### config.mk
export PLATFORM = sky130hd
export DESIGN_NAME = cpu_usage_decaying_average
export DESIGN_NICKNAME = d
export VERILOG_FILES = /design/src/design/cpuavg_pkg.sv /design/src/design/cpuavg_serial_unit.sv /design/src/design/cpu_usage_decaying_average.sv
export VERILOG_INCLUDE_DIRS = /design/src /design/src/design
export SDC_FILE = /design/constraint.sdc
export NUM_CORES = 1
export LEC_CHECK = 0
export ABC_AREA = 1
export BUFFER_PORTS_ARGS = -buffer_cell sky130_fd_sc_hd__buf_2
export CAP_MARGIN = 20
export CELL_PAD_IN_SITES_DETAIL_PLACEMENT = 0
export CELL_PAD_IN_SITES_GLOBAL_PLACEMENT = 2
export CORE_ASPECT_RATIO = 1.4
export CORE_MARGIN = 2
export CORE_UTILIZATION = 34
export CTS_CLUSTER_SIZE = 16
export DETAILED_ROUTE_END_ITERATION = 10
export PLACE_DENSITY_LB_ADDON = 0.05
export SLEW_MARGIN = 30
export SYNTH_ARGS = -nofsm -noshare
export SYNTH_HDL_FRONTEND = slang
export SYNTH_SLANG_ARGS = --single-unit
### constraint.sdc
create_clock -name clk -period 4.1 [get_ports clk]
set_clock_uncertainty 0.05 [all_clocks]
set_input_delay 0 -clock clk [delete_from_list [all_inputs] [get_ports clk]]
set_output_delay 0 -clock clk [all_outputs]
set_load 0.01 [all_outputs]
### src/design/cpu_usage_decaying_average_assert.svh
// Assertion macros shared by the decaying CPU-usage average design.
// Depends on nothing; included inside the module that checks itself.
`ifndef CPU_USAGE_DECAYING_AVERAGE_ASSERT_SVH
`define CPU_USAGE_DECAYING_AVERAGE_ASSERT_SVH

// The consequent must hold in the same cycle as the antecedent.
`define CUDA_ASSERT_NOW(label, clk, rst_n, ante, cons, msg) \
    label: assert property (@(posedge clk) disable iff (!rst_n) (ante) |-> (cons)) \
        else $error(msg);

// The consequent must hold in the cycle after the antecedent.
`define CUDA_ASSERT_NEXT(label, clk, rst_n, ante, cons, msg) \
    label: assert property (@(posedge clk) disable iff (!rst_n) (ante) |=> (cons)) \
        else $error(msg);

`endif

### src/design/cpuavg_pkg.sv
// Package for the decaying CPU-usage average: widths, codes, shared types
// and the decay coefficient tables. Used by every module of the design.
package cpuavg_pkg;

    localparam int unsigned WORD_W            = 32;
    localparam int unsigned FRACTION_BITS_DEF = 11;
    localparam int unsigned TABLE_Q           = 16;
    localparam int unsigned RATE_W            = 14;
    localparam int unsigned CMD_W             = 2;
    localparam int unsigned CUR_W             = 21;
    localparam int unsigned EST_W             = 21;
    localparam int unsigned S_TDATA_W         = 32;
    localparam int unsigned M_TDATA_W         = 80;
    localparam int unsigned M_PAD_W           = M_TDATA_W - WORD_W - CUR_W - EST_W;
    localparam int unsigned PADDR_W           = 3;

    localparam logic [RATE_W-1:0] RATE_RESET  = 14'd60;
    localparam logic [WORD_W-1:0] DECAY_LIMIT = 32'd152;
    localparam logic [WORD_W-1:0] LOW_LIMIT   = 32'd7;
    localparam logic [WORD_W-1:0] PERCENT     = 32'd100;

    typedef enum logic [CMD_W-1:0] {
        CMD_TICK  = 2'd0,
        CMD_QUERY = 2'd1,
        CMD_CLEAR = 2'd2
    } cmd_t;

    typedef enum logic {
        OP_MUL,
        OP_DIV
    } alu_op_t;

    typedef struct packed {
        logic              start;
        alu_op_t           op;
        logic [WORD_W-1:0] a;
        logic [WORD_W-1:0] b;
    } alu_req_t;

    typedef struct packed {
        logic              done;
        logic [WORD_W-1:0] result;
    } alu_rsp_t;

    typedef enum logic [3:0] {
        ST_IDLE,
        ST_CHECK,
        ST_M_DIV,
        ST_M_MUL1,
        ST_M_MUL2,
        ST_MERGED,
        ST_SECS_DIV,
        ST_BASE_MUL,
        ST_HIGH_MUL,
        ST_LOW_MUL,
        ST_FINISH,
        ST_EST_MUL,
        ST_OUTPUT
    } state_t;

    typedef enum logic [1:0] {
        PH_FIRST,
        PH_SECOND,
        PH_REST,
        PH_FINAL
    } phase_t;

    // Decay by e^(-(idx+1)/20) in Q16, scaled down to the fraction width.
    function automatic logic [WORD_W-1:0] low_coef(input logic [2:0] idx,
                                                   input int unsigned shift);
        logic [15:0] q;
        case (idx)
            3'd0:    q = 16'd62339;
            3'd1:    q = 16'd59299;
            3'd2:    q = 16'd56407;
            3'd3:    q = 16'd53656;
            3'd4:    q = 16'd51039;
            3'd5:    q = 16'd48550;
            3'd6:    q = 16'd46182;
            default: q = 16'd0;
        endcase
        return WORD_W'(q) >> shift;
    endfunction

    // Decay by e^(-8(idx+1)/20) in Q16, scaled down to the fraction width.
    function automatic logic [WORD_W-1:0] high_coef(input logic [4:0] idx,
                                                    input int unsigned shift);
        logic [15:0] q;
        case (idx)
            5'd0:    q = 16'd43930;
            5'd1:    q = 16'd29447;
            5'd2:    q = 16'd19739;
            5'd3:    q = 16'd13231;
            5'd4:    q = 16'd8869;
            5'd5:    q = 16'd5945;
            5'd6:    q = 16'd3985;
            5'd7:    q = 16'd2671;
            5'd8:    q = 16'd1790;
            5'd9:    q = 16'd1200;
            5'd10:   q = 16'd804;
            5'd11:   q = 16'd539;
            5'd12:   q = 16'd361;
            5'd13:   q = 16'd242;
            5'd14:   q = 16'd162;
            5'd15:   q = 16'd108;
            5'd16:   q = 16'd72;
            5'd17:   q = 16'd48;
            5'd18:   q = 16'd32;
            default: q = 16'd0;
        endcase
        return WORD_W'(q) >> shift;
    endfunction

endpackage

### src/design/cpuavg_serial_unit.sv
// Shared bit-serial arithmetic unit: 32-bit wrapping multiply (shift and add)
// and 32-by-14-bit restoring divide, one bit per cycle. Uses cpuavg_pkg.
module cpuavg_serial_unit
    import cpuavg_pkg::*;
(
    input  logic     clk,
    input  logic     rst_n,
    input  alu_req_t req,
    output alu_rsp_t rsp
);

    localparam int unsigned CNT_W = $clog2(WORD_W);

    logic              busy_reg, busy_next;
    logic              done_reg, done_next;
    alu_op_t           op_reg, op_next;
    logic [CNT_W-1:0]  cnt_reg, cnt_next;
    logic [WORD_W-1:0] acc_reg, acc_next;
    logic [WORD_W-1:0] a_reg, a_next;
    logic [WORD_W-1:0] b_reg, b_next;
    logic [RATE_W-1:0] rem_reg, rem_next;

    logic [RATE_W:0]   rem_shift;
    logic [RATE_W:0]   divisor;
    logic              fits;

    assign rem_shift = {rem_reg, a_reg[WORD_W-1]};
    assign divisor   = {1'b0, b_reg[RATE_W-1:0]};
    assign fits      = rem_shift >= divisor;

    always_comb
    begin
        busy_next = busy_reg;
        done_next = 1'b0;
        op_next   = op_reg;
        cnt_next  = cnt_reg;
        acc_next  = acc_reg;
        a_next    = a_reg;
        b_next    = b_reg;
        rem_next  = rem_reg;
        if (req.start)
        begin
            busy_next = 1'b1;
            op_next   = req.op;
            cnt_next  = '0;
            acc_next  = '0;
            a_next    = req.a;
            b_next    = req.b;
            rem_next  = '0;
        end
        else if (busy_reg)
        begin
            cnt_next = cnt_reg + 1'b1;
            case (op_reg)
                OP_MUL:
                begin
                    if (b_reg[0])
                    begin
                        acc_next = acc_reg + a_reg;
                    end
                    a_next = {a_reg[WORD_W-2:0], 1'b0};
                    b_next = {1'b0, b_reg[WORD_W-1:1]};
                end
                OP_DIV:
                begin
                    rem_next = fits ? RATE_W'(rem_shift - divisor) : rem_shift[RATE_W-1:0];
                    a_next   = {a_reg[WORD_W-2:0], fits};
                end
                default:
                begin
                    a_next = a_reg;
                end
            endcase
            if (cnt_reg == CNT_W'(WORD_W - 1))
            begin
                busy_next = 1'b0;
                done_next = 1'b1;
            end
        end
    end

    always_ff @(posedge clk or negedge rst_n)
    begin
        if (!rst_n)
        begin
            busy_reg <= 1'b0;
            done_reg <= 1'b0;
        end
        else
        begin
            busy_reg <= busy_next;
            done_reg <= done_next;
        end
    end

    always_ff @(posedge clk)
    begin
        op_reg  <= op_next;
        cnt_reg <= cnt_next;
        acc_reg <= acc_next;
        a_reg   <= a_next;
        b_reg   <= b_next;
        rem_reg <= rem_next;
    end

    assign rsp.done   = done_reg;
    assign rsp.result = (op_reg == OP_MUL) ? acc_reg : a_reg;

endmodule

### src/design/cpu_usage_decaying_average.sv
// Top level of the decaying CPU-usage average with its sequencer and APB port.
// Depends on cpuavg_pkg, cpuavg_serial_unit and cpu_usage_decaying_average_assert.svh.
//
//  Channel   Signals                          Carries
//  s_*       tvalid tready tdata tuser        command and uptime in ticks
//  m_*       tvalid tready tdata              average, current ticks, percent
//  apb       psel penable pwrite paddr ...    ticks_per_second at address 0
//
// Every multiply and divide runs through one bit-serial unit.
// A first tick is taken in the idle state; a tick with no whole second elapsed passes
// through the check and finish states only; a query then adds one divide and three
// multiplies. A long gap adds up to ten operations for a tick or a query.
// Input is taken only while the sequencer is idle; a finished result waits in the
// output register while the next transaction is accepted. No clearing pass after reset.
module cpu_usage_decaying_average
    import cpuavg_pkg::*;
#(
    parameter int unsigned FRACTION_BITS = FRACTION_BITS_DEF
)
(
    input  logic                 clk,
    input  logic                 rst_n,
    input  logic                 s_tvalid,
    output logic                 s_tready,
    input  logic [S_TDATA_W-1:0] s_tdata,   // [31:0] now_ticks
    input  logic [CMD_W-1:0]     s_tuser,   // [1:0] cmd
    output logic                 m_tvalid,
    input  logic                 m_tready,
    output logic [M_TDATA_W-1:0] m_tdata,   // [31:0] average, [52:32] current_ticks,
                                            // [73:53] estimate_percent, [79:74] zero
    input  logic                 psel,
    input  logic                 penable,
    input  logic                 pwrite,
    input  logic [PADDR_W-1:0]   paddr,
    input  logic [WORD_W-1:0]    pwdata,
    output logic [WORD_W-1:0]    prdata,
    output logic                 pready
);

    localparam int unsigned       TABLE_SHIFT = TABLE_Q - FRACTION_BITS;
    localparam logic [WORD_W-1:0] FSCALE      = WORD_W'(1) << FRACTION_BITS;
    localparam logic [WORD_W-1:0] C0          = low_coef(3'd0, TABLE_SHIFT);
    localparam logic [WORD_W-1:0] C0_COMP     = FSCALE - C0;

    state_t               state_reg, state_next;
    phase_t               phase_reg, phase_next;
    logic                 query_reg, query_next;
    logic                 pend_reg, pend_next;
    logic [RATE_W-1:0]    tps_reg, tps_next;
    logic [WORD_W-1:0]    base_reg, base_next;
    logic [WORD_W-1:0]    run_reg, run_next;
    logic [WORD_W-1:0]    last_reg, last_next;
    logic [WORD_W-1:0]    avg_reg, avg_next;
    logic [WORD_W-1:0]    w_base_reg, w_base_next;
    logic [WORD_W-1:0]    w_run_reg, w_run_next;
    logic [WORD_W-1:0]    w_last_reg, w_last_next;
    logic [WORD_W-1:0]    w_avg_reg, w_avg_next;
    logic [WORD_W-1:0]    d_reg, d_next;
    logic [WORD_W-1:0]    q_reg, q_next;
    logic [WORD_W-1:0]    secs_reg, secs_next;
    logic [EST_W-1:0]     est_reg, est_next;
    logic                 m_valid_reg, m_valid_next;
    logic [M_TDATA_W-1:0] m_data_reg, m_data_next;

    alu_req_t             alu_req;
    alu_rsp_t             alu_rsp;

    logic                 accept;
    cmd_t                 cmd;
    logic [RATE_W-1:0]    hz;
    logic [WORD_W-1:0]    hz_w;
    logic                 behind;
    logic [WORD_W-1:0]    prod_sh;
    logic [WORD_W-1:0]    run_sh;
    logic                 secs_big;
    logic                 secs_mid;
    logic                 out_free;
    logic                 cfg_write;

    cpuavg_serial_unit u_unit
    (
        .clk   (clk),
        .rst_n (rst_n),
        .req   (alu_req),
        .rsp   (alu_rsp)
    );

    assign s_tready  = (state_reg == ST_IDLE);
    assign accept    = s_tvalid && s_tready;
    assign cmd       = cmd_t'(s_tuser);
    assign hz        = (tps_reg == '0) ? RATE_W'(1) : tps_reg;
    assign hz_w      = WORD_W'(hz);
    assign behind    = !d_reg[WORD_W-1] && (d_reg >= hz_w);
    assign prod_sh   = alu_rsp.result >> FRACTION_BITS;
    assign run_sh    = w_run_reg >> FRACTION_BITS;
    assign secs_big  = secs_reg > DECAY_LIMIT;
    assign secs_mid  = secs_reg > LOW_LIMIT;
    assign out_free  = !m_valid_reg || m_tready;
    assign cfg_write = psel && penable && pwrite && pready && (paddr[PADDR_W-1] == 1'b0);

    assign pready   = 1'b1;
    assign prdata   = (paddr[PADDR_W-1] == 1'b0) ? WORD_W'(tps_reg) : '0;
    assign m_tvalid = m_valid_reg;
    assign m_tdata  = m_data_reg;

    always_comb
    begin
        state_next = state_reg;
        case (state_reg)
            ST_IDLE:
            begin
                if (accept && (base_reg != '0 || cmd == CMD_QUERY) &&
                    (cmd == CMD_TICK || cmd == CMD_QUERY))
                begin
                    state_next = ST_CHECK;
                end
            end
            ST_CHECK:
            begin
                if (!behind)
                begin
                    state_next = ST_FINISH;
                end
                else if (phase_reg == PH_REST)
                begin
                    state_next = ST_SECS_DIV;
                end
                else
                begin
                    state_next = ST_M_DIV;
                end
            end
            ST_M_DIV:
            begin
                if (alu_rsp.done)
                begin
                    state_next = ST_M_MUL1;
                end
            end
            ST_M_MUL1:
            begin
                if (alu_rsp.done)
                begin
                    state_next = ST_M_MUL2;
                end
            end
            ST_M_MUL2:
            begin
                if (alu_rsp.done)
                begin
                    state_next = ST_MERGED;
                end
            end
            ST_MERGED:
            begin
                state_next = (phase_reg == PH_FINAL) ? ST_EST_MUL : ST_CHECK;
            end
            ST_SECS_DIV:
            begin
                if (alu_rsp.done)
                begin
                    state_next = ST_BASE_MUL;
                end
            end
            ST_BASE_MUL:
            begin
                if (alu_rsp.done)
                begin
                    if (secs_big)
                    begin
                        state_next = ST_FINISH;
                    end
                    else if (secs_mid)
                    begin
                        state_next = ST_HIGH_MUL;
                    end
                    else if (secs_reg[2:0] != 3'd0)
                    begin
                        state_next = ST_LOW_MUL;
                    end
                    else
                    begin
                        state_next = ST_FINISH;
                    end
                end
            end
            ST_HIGH_MUL:
            begin
                if (alu_rsp.done)
                begin
                    state_next = (secs_reg[2:0] != 3'd0) ? ST_LOW_MUL : ST_FINISH;
                end
            end
            ST_LOW_MUL:
            begin
                if (alu_rsp.done)
                begin
                    state_next = ST_FINISH;
                end
            end
            ST_FINISH:
            begin
                state_next = query_reg ? ST_M_DIV : ST_IDLE;
            end
            ST_EST_MUL:
            begin
                if (alu_rsp.done)
                begin
                    state_next = ST_OUTPUT;
                end
            end
            ST_OUTPUT:
            begin
                if (out_free)
                begin
                    state_next = ST_IDLE;
                end
            end
            default:
            begin
                state_next = ST_IDLE;
            end
        endcase
    end

    always_comb
    begin
        phase_next   = phase_reg;
        query_next   = query_reg;
        tps_next     = tps_reg;
        base_next    = base_reg;
        run_next     = run_reg;
        last_next    = last_reg;
        avg_next     = avg_reg;
        w_base_next  = w_base_reg;
        w_run_next   = w_run_reg;
        w_last_next  = w_last_reg;
        w_avg_next   = w_avg_reg;
        d_next       = d_reg;
        q_next       = q_reg;
        secs_next    = secs_reg;
        est_next     = est_reg;
        m_valid_next = m_valid_reg;
        m_data_next  = m_data_reg;
        alu_req      = '{start: 1'b0, op: OP_MUL, a: '0, b: '0};

        if (cfg_write)
        begin
            tps_next = pwdata[RATE_W-1:0];
        end
        if (m_valid_reg && m_tready)
        begin
            m_valid_next = 1'b0;
        end

        case (state_reg)
            ST_IDLE:
            begin
                if (accept)
                begin
                    w_base_next = base_reg;
                    w_run_next  = run_reg;
                    w_last_next = last_reg;
                    w_avg_next  = avg_reg;
                    d_next      = s_tdata - base_reg;
                    phase_next  = PH_FIRST;
                    query_next  = (cmd == CMD_QUERY);
                    case (cmd)
                        CMD_TICK:
                        begin
                            if (base_reg == '0)
                            begin
                                base_next = s_tdata;
                                run_next  = run_reg + FSCALE;
                            end
                        end
                        CMD_CLEAR:
                        begin
                            base_next = '0;
                            run_next  = '0;
                            last_next = '0;
                            avg_next  = '0;
                        end
                        default:
                        begin
                            base_next = base_reg;
                        end
                    endcase
                end
            end
            ST_M_DIV:
            begin
                alu_req = '{start: !pend_reg, op: OP_DIV, a: w_last_reg, b: hz_w};
                if (alu_rsp.done)
                begin
                    q_next = alu_rsp.result;
                end
            end
            ST_M_MUL1:
            begin
                alu_req = '{start: !pend_reg, op: OP_MUL, a: w_avg_reg, b: C0};
                if (alu_rsp.done)
                begin
                    w_avg_next = prod_sh;
                end
            end
            ST_M_MUL2:
            begin
                alu_req = '{start: !pend_reg, op: OP_MUL, a: q_reg, b: C0_COMP};
                if (alu_rsp.done)
                begin
                    w_avg_next = w_avg_reg + prod_sh;
                end
            end
            ST_MERGED:
            begin
                case (phase_reg)
                    PH_FIRST:
                    begin
                        w_last_next = w_run_reg;
                        w_run_next  = '0;
                        w_base_next = w_base_reg + hz_w;
                        d_next      = d_reg - hz_w;
                        phase_next  = PH_SECOND;
                    end
                    PH_SECOND:
                    begin
                        w_last_next = '0;
                        w_base_next = w_base_reg + hz_w;
                        d_next      = d_reg - hz_w;
                        phase_next  = PH_REST;
                    end
                    default:
                    begin
                        phase_next = phase_reg;
                    end
                endcase
            end
            ST_SECS_DIV:
            begin
                alu_req = '{start: !pend_reg, op: OP_DIV, a: d_reg, b: hz_w};
                if (alu_rsp.done)
                begin
                    secs_next = alu_rsp.result;
                end
            end
            ST_BASE_MUL:
            begin
                alu_req = '{start: !pend_reg, op: OP_MUL, a: secs_reg, b: hz_w};
                if (alu_rsp.done)
                begin
                    w_base_next = w_base_reg + alu_rsp.result;
                    if (secs_big)
                    begin
                        w_avg_next = '0;
                    end
                end
            end
            ST_HIGH_MUL:
            begin
                alu_req = '{start: !pend_reg, op: OP_MUL, a: w_avg_reg,
                            b: high_coef(secs_reg[7:3] - 5'd1, TABLE_SHIFT)};
                if (alu_rsp.done)
                begin
                    w_avg_next = prod_sh;
                end
            end
            ST_LOW_MUL:
            begin
                alu_req = '{start: !pend_reg, op: OP_MUL, a: w_avg_reg,
                            b: low_coef(secs_reg[2:0] - 3'd1, TABLE_SHIFT)};
                if (alu_rsp.done)
                begin
                    w_avg_next = prod_sh;
                end
            end
            ST_FINISH:
            begin
                if (query_reg)
                begin
                    phase_next = PH_FINAL;
                end
                else
                begin
                    base_next = w_base_reg;
                    run_next  = w_run_reg + FSCALE;
                    last_next = w_last_reg;
                    avg_next  = w_avg_reg;
                end
            end
            ST_EST_MUL:
            begin
                alu_req = '{start: !pend_reg, op: OP_MUL, a: q_reg, b: PERCENT};
                if (alu_rsp.done)
                begin
                    est_next = prod_sh[EST_W-1:0];
                end
            end
            ST_OUTPUT:
            begin
                if (out_free)
                begin
                    m_valid_next = 1'b1;
                    m_data_next  = {{M_PAD_W{1'b0}}, est_reg, run_sh[CUR_W-1:0], w_avg_reg};
                end
            end
            default:
            begin
                alu_req.start = 1'b0;
            end
        endcase
    end

    assign pend_next = alu_req.start ? 1'b1 : (alu_rsp.done ? 1'b0 : pend_reg);

    always_ff @(posedge clk or negedge rst_n)
    begin
        if (!rst_n)
        begin
            state_reg   <= ST_IDLE;
            phase_reg   <= PH_FIRST;
            query_reg   <= 1'b0;
            pend_reg    <= 1'b0;
            tps_reg     <= RATE_RESET;
            base_reg    <= '0;
            run_reg     <= '0;
            last_reg    <= '0;
            avg_reg     <= '0;
            m_valid_reg <= 1'b0;
        end
        else
        begin
            state_reg   <= state_next;
            phase_reg   <= phase_next;
            query_reg   <= query_next;
            pend_reg    <= pend_next;
            tps_reg     <= tps_next;
            base_reg    <= base_next;
            run_reg     <= run_next;
            last_reg    <= last_next;
            avg_reg     <= avg_next;
            m_valid_reg <= m_valid_next;
        end
    end

    always_ff @(posedge clk)
    begin
        w_base_reg <= w_base_next;
        w_run_reg  <= w_run_next;
        w_last_reg <= w_last_next;
        w_avg_reg  <= w_avg_next;
        d_reg      <= d_next;
        q_reg      <= q_next;
        secs_reg   <= secs_next;
        est_reg    <= est_next;
        m_data_reg <= m_data_next;
    end

`include "cpu_usage_decaying_average_assert.svh"

    `CUDA_ASSERT_NOW(a_done_needs_request, clk, rst_n, alu_rsp.done, pend_reg,
        "unit finished with no request outstanding")
    `CUDA_ASSERT_NEXT(a_tick_starts_work, clk, rst_n,
        accept && cmd == CMD_TICK && base_reg != '0, state_reg == ST_CHECK,
        "tick on a running window did not start the roll")
    `CUDA_ASSERT_NEXT(a_clear_zeroes, clk, rst_n, accept && cmd == CMD_CLEAR,
        base_reg == '0 && run_reg == '0 && avg_reg == '0, "clear left state behind")
    `CUDA_ASSERT_NEXT(a_query_keeps_state, clk, rst_n, query_reg && state_reg != ST_IDLE,
        $stable(run_reg) && $stable(avg_reg) && $stable(base_reg),
        "query changed the stored state")
    `CUDA_ASSERT_NOW(a_high_range, clk, rst_n, state_reg == ST_HIGH_MUL,
        secs_reg > LOW_LIMIT && secs_reg <= DECAY_LIMIT,
        "long decay used outside its table range")

endmodule
==> metrics.txt, run 1 <==
H-tree levels 3; fraction of registers with async set/reset 26.8%; accumulated negative setup slack 0 ns; endpoint of the most critical register-to-register path w_base_reg[29]$_DFFE_PP_; area of combinational cells with multiple inputs 16700 µm²; r2r worst-path depth 16; dpl ws 0.262 ns; Worst R2R Setup Slack 0.29 ns; die height 385 µm; number of setup buffers added after CTS 0; number of nets in the layout 5028; clock root buffer master clkbuf_16; max reg flops 74; worst-case headroom to the max-slew limit 37.9%; Area Overhead vs Synth 16.0%; slew at the pin with the worst max-slew slack 0.931 ns; end point of the critical path w_base_reg[29]$_DFFE_PP_; Finish-stage setup viols 0; peak supply drop 402 µV; count of endpoints failing hold in the final timing report 0; leading cell types by total area after synthesis edfxtp_1 (31%), nand2_1 (12%), dfrtp_1 (11%); total routed wirelength 141000 µm; overall global routing resource usage 26.2%; sequential cell area fraction in the yosys report 44.9%; Antenna Violating Nets Remaining 0; clock slew at the register clock pins of the worst setup and hold paths 0.06 ns; crit share post-route 93.0%; DRC violation total after the first TritonRoute iteration 2124; vias in the first global route 31200; share of layout cells above drive strength 1 9.13%; number of enable-type register cells in the synthesized netlist 366; unrepaired setup endpoints after global routing false; minimum clock period 3.81 ns; clock network latency to the later pin of the worst-skew pair 0.67 ns; Max Slew Vio Count 0; Crit. Startpoint state_reg[2]$_DFFE_PN0P_; wire per inst 22.7 µm; area of the core 103000 µm²; cell taking the most area after synthesis edfxtp_1; pin count of the biggest net entering global routing 90; Seq. cell area 15800 µm²; Netlist Area Pre-Place 35300 µm²; Worst Setup Slack, final 0.287 ns; DR pass1 iterations 6; CP Data Arrival Time 4.13 ns; first-pass GRT wire length 205000 µm; clock buffers created by TritonCTS 67; top cells by instance count after synthesis nand2_1 (1173), inv_1 (569), o21ai_0 (394); total DRC errors in the routed layout 0; data required time of the critical path 4.42 ns; maximum fanout along the worst path 19; initial standard-cell utilization of the core 34.4%; Final Wtd Congestion 0.898; initial antenna violation count 0; count of input and output buffers 145; result of the run complete, no violations; flip-flop and latch count after synthesis 570; mean instance size in the synthesized netlist 7.78 µm²; most common cell in the synthesized netlist nand2_1; worst hold slack 0.120 ns; Achievable Freq 262 MHz; clock sink total 570; vias post-DR 31600; Die ar. 107000 µm²; Die X 276 µm; Ports 191; Crit Path Category reg -> reg; buffers from clock root to sink, at most 3; Hold/Removal Path Class in -> reg; synth unique cells 56; count of max-cap constraint violations 0; instance count of the mapped netlist 4537; clock tree from TritonCTS built; Syn. warnings 0; share of Yosys cell area claimed by the top area cell type 31.1%; reg2reg start state_reg[2]$_DFFE_PN0P_; PD cells 858 nW/µm²; dominant register cell in the synthesized netlist edfxtp_1; Avg Vias per Cell 5.11; fill count 10800; number of rows created at floorplan 139; nature of the critical path endpoint register; post-layout util 39.9%; Worst Setup Start Kind register; GRT overflow 0; static leakage 18.2 nW; final HPWL from detailed placement 110000 µm; total inserted antenna cells 0
power by group:
group          switching (mW)  internal [mW]
logic                    12.9           5.58
registers                1.75           8.78
clock network            2.65           3.49
total                    17.3           17.8
layout by cell type, fill, tap and decap left out, drive strengths merged, types with 19 or more instances in the layout:
cell / count
dfxtp: 51
clkinv: 25
o211ai: 24
conb: 25
nor2: 402
nand2: 1175
ha: 151
dfrtp: 149
o21bai: 20
o22ai: 21
clkbuf: 94
a22o: 19
xor2: 38
nand4: 63
dlygate4sd3: 83
o31ai: 54
nand3: 308
a21oi: 302
nor3: 61
buf: 236
o21a: 19
edfxtp: 366
or2: 21
o21ai: 449
inv: 591
stage by stage:
| stage | instances | instance area [µm²] | total power, mW |
|---|---|---|---|
| final | 6189 | 41000 | 35.2 |
| after global placement | 5982 | 37900 | 29.2 |
| after CTS | 6189 | 41000 | 35.5 |
| after detailed placement | 5982 | 37900 | 29.1 |
| after floorplan | 4560 | 35400 | 21.7 |
| after global routing | 6189 | 41000 | 37.9 |
area by class of cell:
cell class / count / share of cell area, %
clock inverters: 31 / 0.770
multi-input cells: 3246 / 40.7
well taps: 1339 / 4.09
clock buffers: 93 / 4.66
repair buffers: 320 / 5.66
inverters: 590 / 5.41
flip-flops and latches: 570 / 38.7
worst max-delay path, cell delays in order, from the launching register on:
cell     delay (ns)
dfrtp_1        0.51
inv_2          0.10
nor2_4         0.25
inv_2          0.17
nor2_8         0.25
inv_2          0.07
buf_4          0.23
nor2_1         0.29
ha_1           0.35
a21oi_1        0.21
o21ai_0        0.18
a21oi_1        0.28
nor2_1         0.11
nor2_1         0.18
nand3_1        0.10
nand3_1        0.12
nand2_1        0.06
how the worst min path moves through the flow:
stage / cells past startpoint / end / slack, ns / start
2_1_floorplan: 0 / avg_reg[0]$_DFFE_PN0P_ / -0.35 / rst_n
3_3_place_gp: 1 / run_reg[19]$_DFFE_PN0P_ / 0.14 / rst_n
3_5_place_dp: 1 / run_reg[19]$_DFFE_PN0P_ / 0.14 / rst_n
4_1_cts: 4 / base_reg[6]$_DFFE_PN0P_ / 0.07 / s_tdata[6]
5_1_grt: 4 / base_reg[6]$_DFFE_PN0P_ / 0.14 / s_tdata[6]
6_report: 7 / phase_reg[1]$_DFFE_PN0P_ / 0.12 / s_tvalid
layer usage:
| metal | GRT usage (%) | vias to the layer above | wire [µm] |
|---|---|---|---|
| li1 | - | 15700 | - |
| met1 | 31.4 | 15000 | 58300 |
| met2 | 46.2 | 690 | 69700 |
| met3 | 3.40 | 209 | 5690 |
| met4 | 13.1 | 0 | 7070 |
| met5 | 0 | - | 0 |
cells by family after synthesis:
family                   Yosys count  share of synthesized area (%)
AO/OA/AOI/OAI                    946                           15.2
AND/OR/NAND/NOR                 2063                           24.4
flip-flops                       570                           44.9
other                              2                         0.0213
multiplexers                       2                         0.0567
adder cells (fa/ha/maj)          157                           5.69
XOR/XNOR                          53                           1.31
buffers and inverters            744                           8.44
repair_timing:
item | in CTS | in global routing
setup endpoints to repair | 0 | 2
gates resized for setup | 0 | 3
hold endpoints to repair | 154 | 0
hold buffers | 83 | 0
Note: power is estimated with default switching activity, not from simulation.
==> inputs of run 2 (changes only) <==
--- a/config.mk
+++ b/config.mk
@@ -12,10 +12,11 @@
 export CELL_PAD_IN_SITES_DETAIL_PLACEMENT = 0
 export CELL_PAD_IN_SITES_GLOBAL_PLACEMENT = 2
 export CORE_ASPECT_RATIO = 1.4
-export CORE_MARGIN = 2
+export CORE_MARGIN = 8
 export CORE_UTILIZATION = 34
 export CTS_CLUSTER_SIZE = 16
 export DETAILED_ROUTE_END_ITERATION = 10
+export GPL_ROUTABILITY_DRIVEN = 0
 export PLACE_DENSITY_LB_ADDON = 0.05
 export SLEW_MARGIN = 30
 export SYNTH_ARGS = -nofsm -noshare
==> run 2 against run 1 <==
Sequential share of layout area hardly changed. Routed wire length is 0.83% higher. Largest cell class unchanged. Global-route usage is 1.7 points lower. Critical path depth did not move. Die area is 7.6% higher. First-iteration DRC count rose by 7.2%.
==> metrics.txt, run 2 (synthesis gave the netlist of run 1 again) <==
data required time of the critical path 4.45 ns; H-tree levels 3; nature of the critical path endpoint register; DRC violation total after the first TritonRoute iteration 2277; vias in the first global route 31900; total DRC errors in the routed layout 0; clock sink total 570; unrepaired setup endpoints after global routing false; area of the core 104000 µm²; max reg flops 74; Finish-stage setup viols 0; die height 397 µm; Antenna Violating Nets Remaining 0; count of endpoints failing hold in the final timing report 0; Crit Path Category reg -> reg; overall global routing resource usage 24.5%; most used cells in the layout excluding fill and tap cells nand2_1 (1173), inv_1 (568), o21ai_0 (391), nor2_1 (384), edfxtp_1 (366); buffers from clock root to sink, at most 3; total routed wirelength 142000 µm; Achievable Freq 270 MHz; Seq. cell area 15800 µm²; result of the run complete, no violations; Avg Vias per Cell 5.14; vias post-DR 31800; minimum clock period 3.71 ns; pin count of the biggest net entering global routing 140; Area Overhead vs Synth 16.0%; Die X 288 µm; slew at the pin with the worst max-slew slack 0.957 ns; Hold/Removal Path Class in -> reg; Cell Count, Final, Fillers Out 6186; initial antenna violation count 3; post-layout util 39.6%; clock tree from TritonCTS built; Ports 191; Worst Setup Start Kind register; CP Data Arrival Time 4.06 ns; dpl ws 0.331 ns; peak supply drop 398 µV; count of input and output buffers 145; clock network latency to the later pin of the worst-skew pair 0.66 ns; clock buffers created by TritonCTS 67; wire per inst 22.9 µm; count of max-cap constraint violations 0; Worst Setup Slack, final 0.390 ns; share of layout cells above drive strength 1 9.43%; DR pass1 iterations 5; worst-case headroom to the max-slew limit 36.1%; number of placed instances, taps included 5996; initial standard-cell utilization of the core 34.1%; Worst R2R Setup Slack 0.39 ns; accumulated negative setup slack 0 ns; clock root buffer master clkbuf_16; clock slew at the register clock pins of the worst setup and hold paths 0.07 ns; fill count 10900; area of combinational cells with multiple inputs 16700 µm²; PD cells 868 nW/µm²; number of rows created at floorplan 140; total inserted antenna cells 0; crit share post-route 90.5%; overall power after layout 35.6 mW; static leakage 18.2 nW; final HPWL from detailed placement 111000 µm; Max Slew Vio Count 0; Die ar. 115000 µm²; maximum fanout along the worst path 31; number of nets in the layout 5015; first-pass GRT wire length 209000 µm; most common cell after layout, fill and taps aside nand2_1; GRT overflow 0
## run 2: cell count changes in the layout (fill, tap and decap cells not counted), moves of 3 or more
cell           delta
dlygate4sd3_1    -18
clkinvlp_4        +3
clkinv_1          -3
clkbuf_1          -7
bufinv_16         +4
inv_6             +3
## run 2: cell type report
| type | instances | area share (%) |
|---|---|---|
| tap | 1349 | 4.12 |
| timing repair buffer | 307 | 5.42 |
| clock buffer | 84 | 4.47 |
| sequential | 570 | 38.7 |
| clock inverter | 40 | 1.20 |
| inverter | 590 | 5.41 |
| multi-input combinational | 3246 | 40.7 |
## run 2: per-stage QoR
step	hold slack (ns)	area (µm²)
global route	0.0845	41000
floorplan	-0.346	35400
global placement	0.0217	38000
detailed placement	0.0303	38000
CTS	0.0315	41000
finish	0.0823	41000
## run 2: power breakdown
group	internal (mW)	switching (mW)	total, mW	leakage (nW)
Clock	3.68	2.76	6.43	1.13
Sequential	8.78	1.76	10.5	5.90
Combinational	5.59	13.0	18.6	11.2
Total	18.0	17.5	35.6	18.2
## run 2: layer usage
layer	GRT usage (%)	share of wire [%]	vias up	wire length [µm]
li1	-	-	15700	-
met1	30.4	42	15200	59900
met2	43.8	51	751	71800
met3	2.50	3.8	166	5450
met4	8.29	3.4	2	4790
met5	0	0.0092	-	13
## run 2: path summary, 6_finish.rpt
path / start / to / depth (start not counted)
worst max-delay path: state_reg[2]$_DFFE_PN0P_ / w_base_reg[31]$_DFFE_PP_ / 16
worst min-delay path: pwdata[11] / tps_reg[11]$_DFFE_PN0P_ / 4
worst max register to register: state_reg[2]$_DFFE_PN0P_ / w_base_reg[31]$_DFFE_PP_ / 16
worst min register to register: est_reg[2]$_DFFE_PP_ / m_tdata[55]$_DFFE_PP_ / 0
max in group asynchronous: rst_n / base_reg[29]$_DFFE_PN0P_ / 4
min in group asynchronous: rst_n / run_reg[19]$_DFFE_PN0P_ / 4
## run 2: worst max-delay path: stages (launching register included)
cell and delay [ns]:
dfrtp_1 0.51, inv_2 0.10, nor2_4 0.25, inv_2 0.17, nor2_8 0.26, inv_2 0.09, buf_12 0.18, nor2_1 0.51
ha_1 0.40, inv_1 0.11, nor3_1 0.08, nand2_1 0.07, nand3_1 0.09, a21oi_1 0.27, nand3_1 0.12, nand3_1 0.10
nand2_1 0.05
## run 2: timing repair
item / 4_1_cts / 5_1_grt
hold buffers: 66 / 0
endpoints found under the hold margin: 171 / 0
buffers inserted: 0 / 0
resized for setup: 0 / 0
==> inputs of run 3 (changes only) <==
--- a/config.mk
+++ b/config.mk
@@ -17,7 +17,7 @@
 export CTS_CLUSTER_SIZE = 16
 export DETAILED_ROUTE_END_ITERATION = 10
 export GPL_ROUTABILITY_DRIVEN = 0
-export PLACE_DENSITY_LB_ADDON = 0.05
+export PLACE_DENSITY = 0.87
 export SLEW_MARGIN = 30
 export SYNTH_ARGS = -nofsm -noshare
 export SYNTH_HDL_FRONTEND = slang
==> run 3 against run 2 <==
The run now ends with hold timing left. Combinational power decreased by 4%. Design area decreased by 1.2%. Cell count decreased by 0.61%. Global-route usage decreased by 2.4 points. Flip-flop and latch count unchanged.
==> metrics.txt, run 3 (synthesis gave the netlist of run 1 again) <==
total routed wirelength 130000 µm; clock slew at the register clock pins of the worst setup and hold paths 0.06 ns; worst hold slack -0.0545 ns; post-route standard cell area excluding fillers 40500 µm²; share of layout cells above drive strength 1 8.86%; peak supply drop 432 µV; most common cell after layout, fill and taps aside nand2_1; most used cells in the layout excluding fill and tap cells nand2_1 (1173), inv_1 (569), o21ai_0 (390), nor2_1 (384), edfxtp_1 (366); Finish-stage setup viols 0; Die ar. 115000 µm²; reg2reg start state_reg[2]$_DFFE_PN0P_; endpoint of the most critical register-to-register path w_base_reg[20]$_DFFE_PP_; slew at the pin with the worst max-slew slack 0.973 ns; result of the run complete, but fails checks; PD cells 844 nW/µm²; Hold/Removal Path Class in -> reg; crit share post-route 92.6%; wire per inst 21.1 µm; most congested layer reported by global routing met2; failing checks hold timing; minimum clock period 3.80 ns; Max Slew Vio Count 0; vias post-DR 31800; nature of the critical path endpoint register; final HPWL from detailed placement 101000 µm; first-pass GRT wire length 193000 µm; Achievable Freq 263 MHz; Antenna Violating Nets Remaining 0; count of max-cap constraint violations 0; r2r worst-path depth 16; unrepaired setup endpoints after global routing false; pin count of the biggest net entering global routing 90; placed standard-cell area 37800 µm²; H-tree levels 2; overall global routing resource usage 22.0%; launch instance of the worst min-delay path psel; grt met2 use 39.6%; Crit. Startpoint state_reg[2]$_DFFE_PN0P_; count of endpoints failing hold in the final timing report 6; clock sink total 570; initial standard-cell utilization of the core 34.1%; die height 397 µm; number of nets in the layout 4980; clock root buffer master clkbuf_16; Ports 191; clock buffers created by TritonCTS 60; Global Route met1 Usage 26.2%; GRT overflow 0; DR pass1 iterations 6; accumulated negative setup slack 0 ns; Avg Vias per Cell 5.18; static leakage 17.9 nW; Worst Setup Start Kind register; number of rows created at floorplan 140; buffers from clock root to sink, at most 3; maximum fanout along the worst path 29; vias in the first global route 31100; worst-case headroom to the max-slew limit 34.4%; area of the core 104000 µm²; total inserted antenna cells 0; total DRC errors in the routed layout 0; Resize count post-CTS 0; CP Data Arrival Time 4.11 ns; Global Route met3 Usage 2.21%; clock network latency to the later pin of the worst-skew pair 0.70 ns; count of input and output buffers 145; DRC violation total after the first TritonRoute iteration 2454; clock tree from TritonCTS built; Worst R2R Setup Slack 0.30 ns; initial antenna violation count 1; Area Overhead vs Synth 14.7%; Crit Path Category reg -> reg; end point of the critical path w_base_reg[20]$_DFFE_PP_; data required time of the critical path 4.42 ns; max reg flops 74; Die X 288 µm
-- run 3: final cells by class --
type | instances | area [µm²]
Sequential cell | 570 | 15800
Tap cell | 1349 | 1690
Fill cell | 10600 | 63000
Inverter | 590 | 2220
Clock inverter | 40 | 445
Timing Repair Buffer | 279 | 2010
Multi-Input combinational cell | 3246 | 16700
Clock buffer | 74 | 1620
-- run 3: routing by layer --
layer	part of all wire (%)	up-vias
met4	5.1	2
met5	0.015	-
met1	40	15100
li1	-	15600
met2	50	933
met3	4.9	228
-- run 3: how the worst min path moves through the flow --
stage,end,cells past startpoint
4_1_cts,tps_reg[2]$_DFFE_PN1P_,4
6_report,tps_reg[9]$_DFFE_PN0P_,3
2_1_floorplan,avg_reg[0]$_DFFE_PN0P_,0
5_1_grt,tps_reg[9]$_DFFE_PN0P_,3
3_5_place_dp,run_reg[16]$_DFFE_PN0P_,1
3_3_place_gp,run_reg[16]$_DFFE_PN0P_,1
-- run 3: power by group --
group          switching [mW]  internal [mW]  leakage [nW]  total [mW]
Sequential               1.67           8.78          5.90        10.5
Clock                    2.56           3.22          1.01        5.78
Combinational            12.5           5.43          11.0        17.9
-- run 3: per-stage QoR --
step	setup slack, ns	cells	power [mW]	utilization, %	hold WS, ns
after floorplan	0.00260	4560	21.7	-	-0.346
after global placement	0.365	5976	28.2	36.5	-0.000498
after detailed placement	0.365	5976	28.3	36.5	-0.000155
after CTS	0.403	6145	34.2	39.1	0.0643
after global routing	0.0778	6148	36.6	39.1	0.00283
final	0.302	6148	34.2	39.1	-0.0545
-- run 3: what timing repair did --
action,4_1_cts,5_1_grt
buffers inserted,0,0
hold endpoints to repair,213,5
hold buffers,55,1
endpoints found under the setup margin,0,0
-- run 3: critical path: stages (launching register included) --
cell and delay [ns]:
dfrtp_1 0.52, inv_2 0.11, nor2_4 0.24, inv_2 0.16
nor2_8 0.11, buf_4 0.28, o21ai_0 0.16, ha_1 0.38
nand2_1 0.10, nor2_1 0.22, inv_1 0.09, nor3_1 0.41
nand4_1 0.30, nand3_1 0.15, nand2_1 0.06, nand3_1 0.07
o21ai_0 0.08
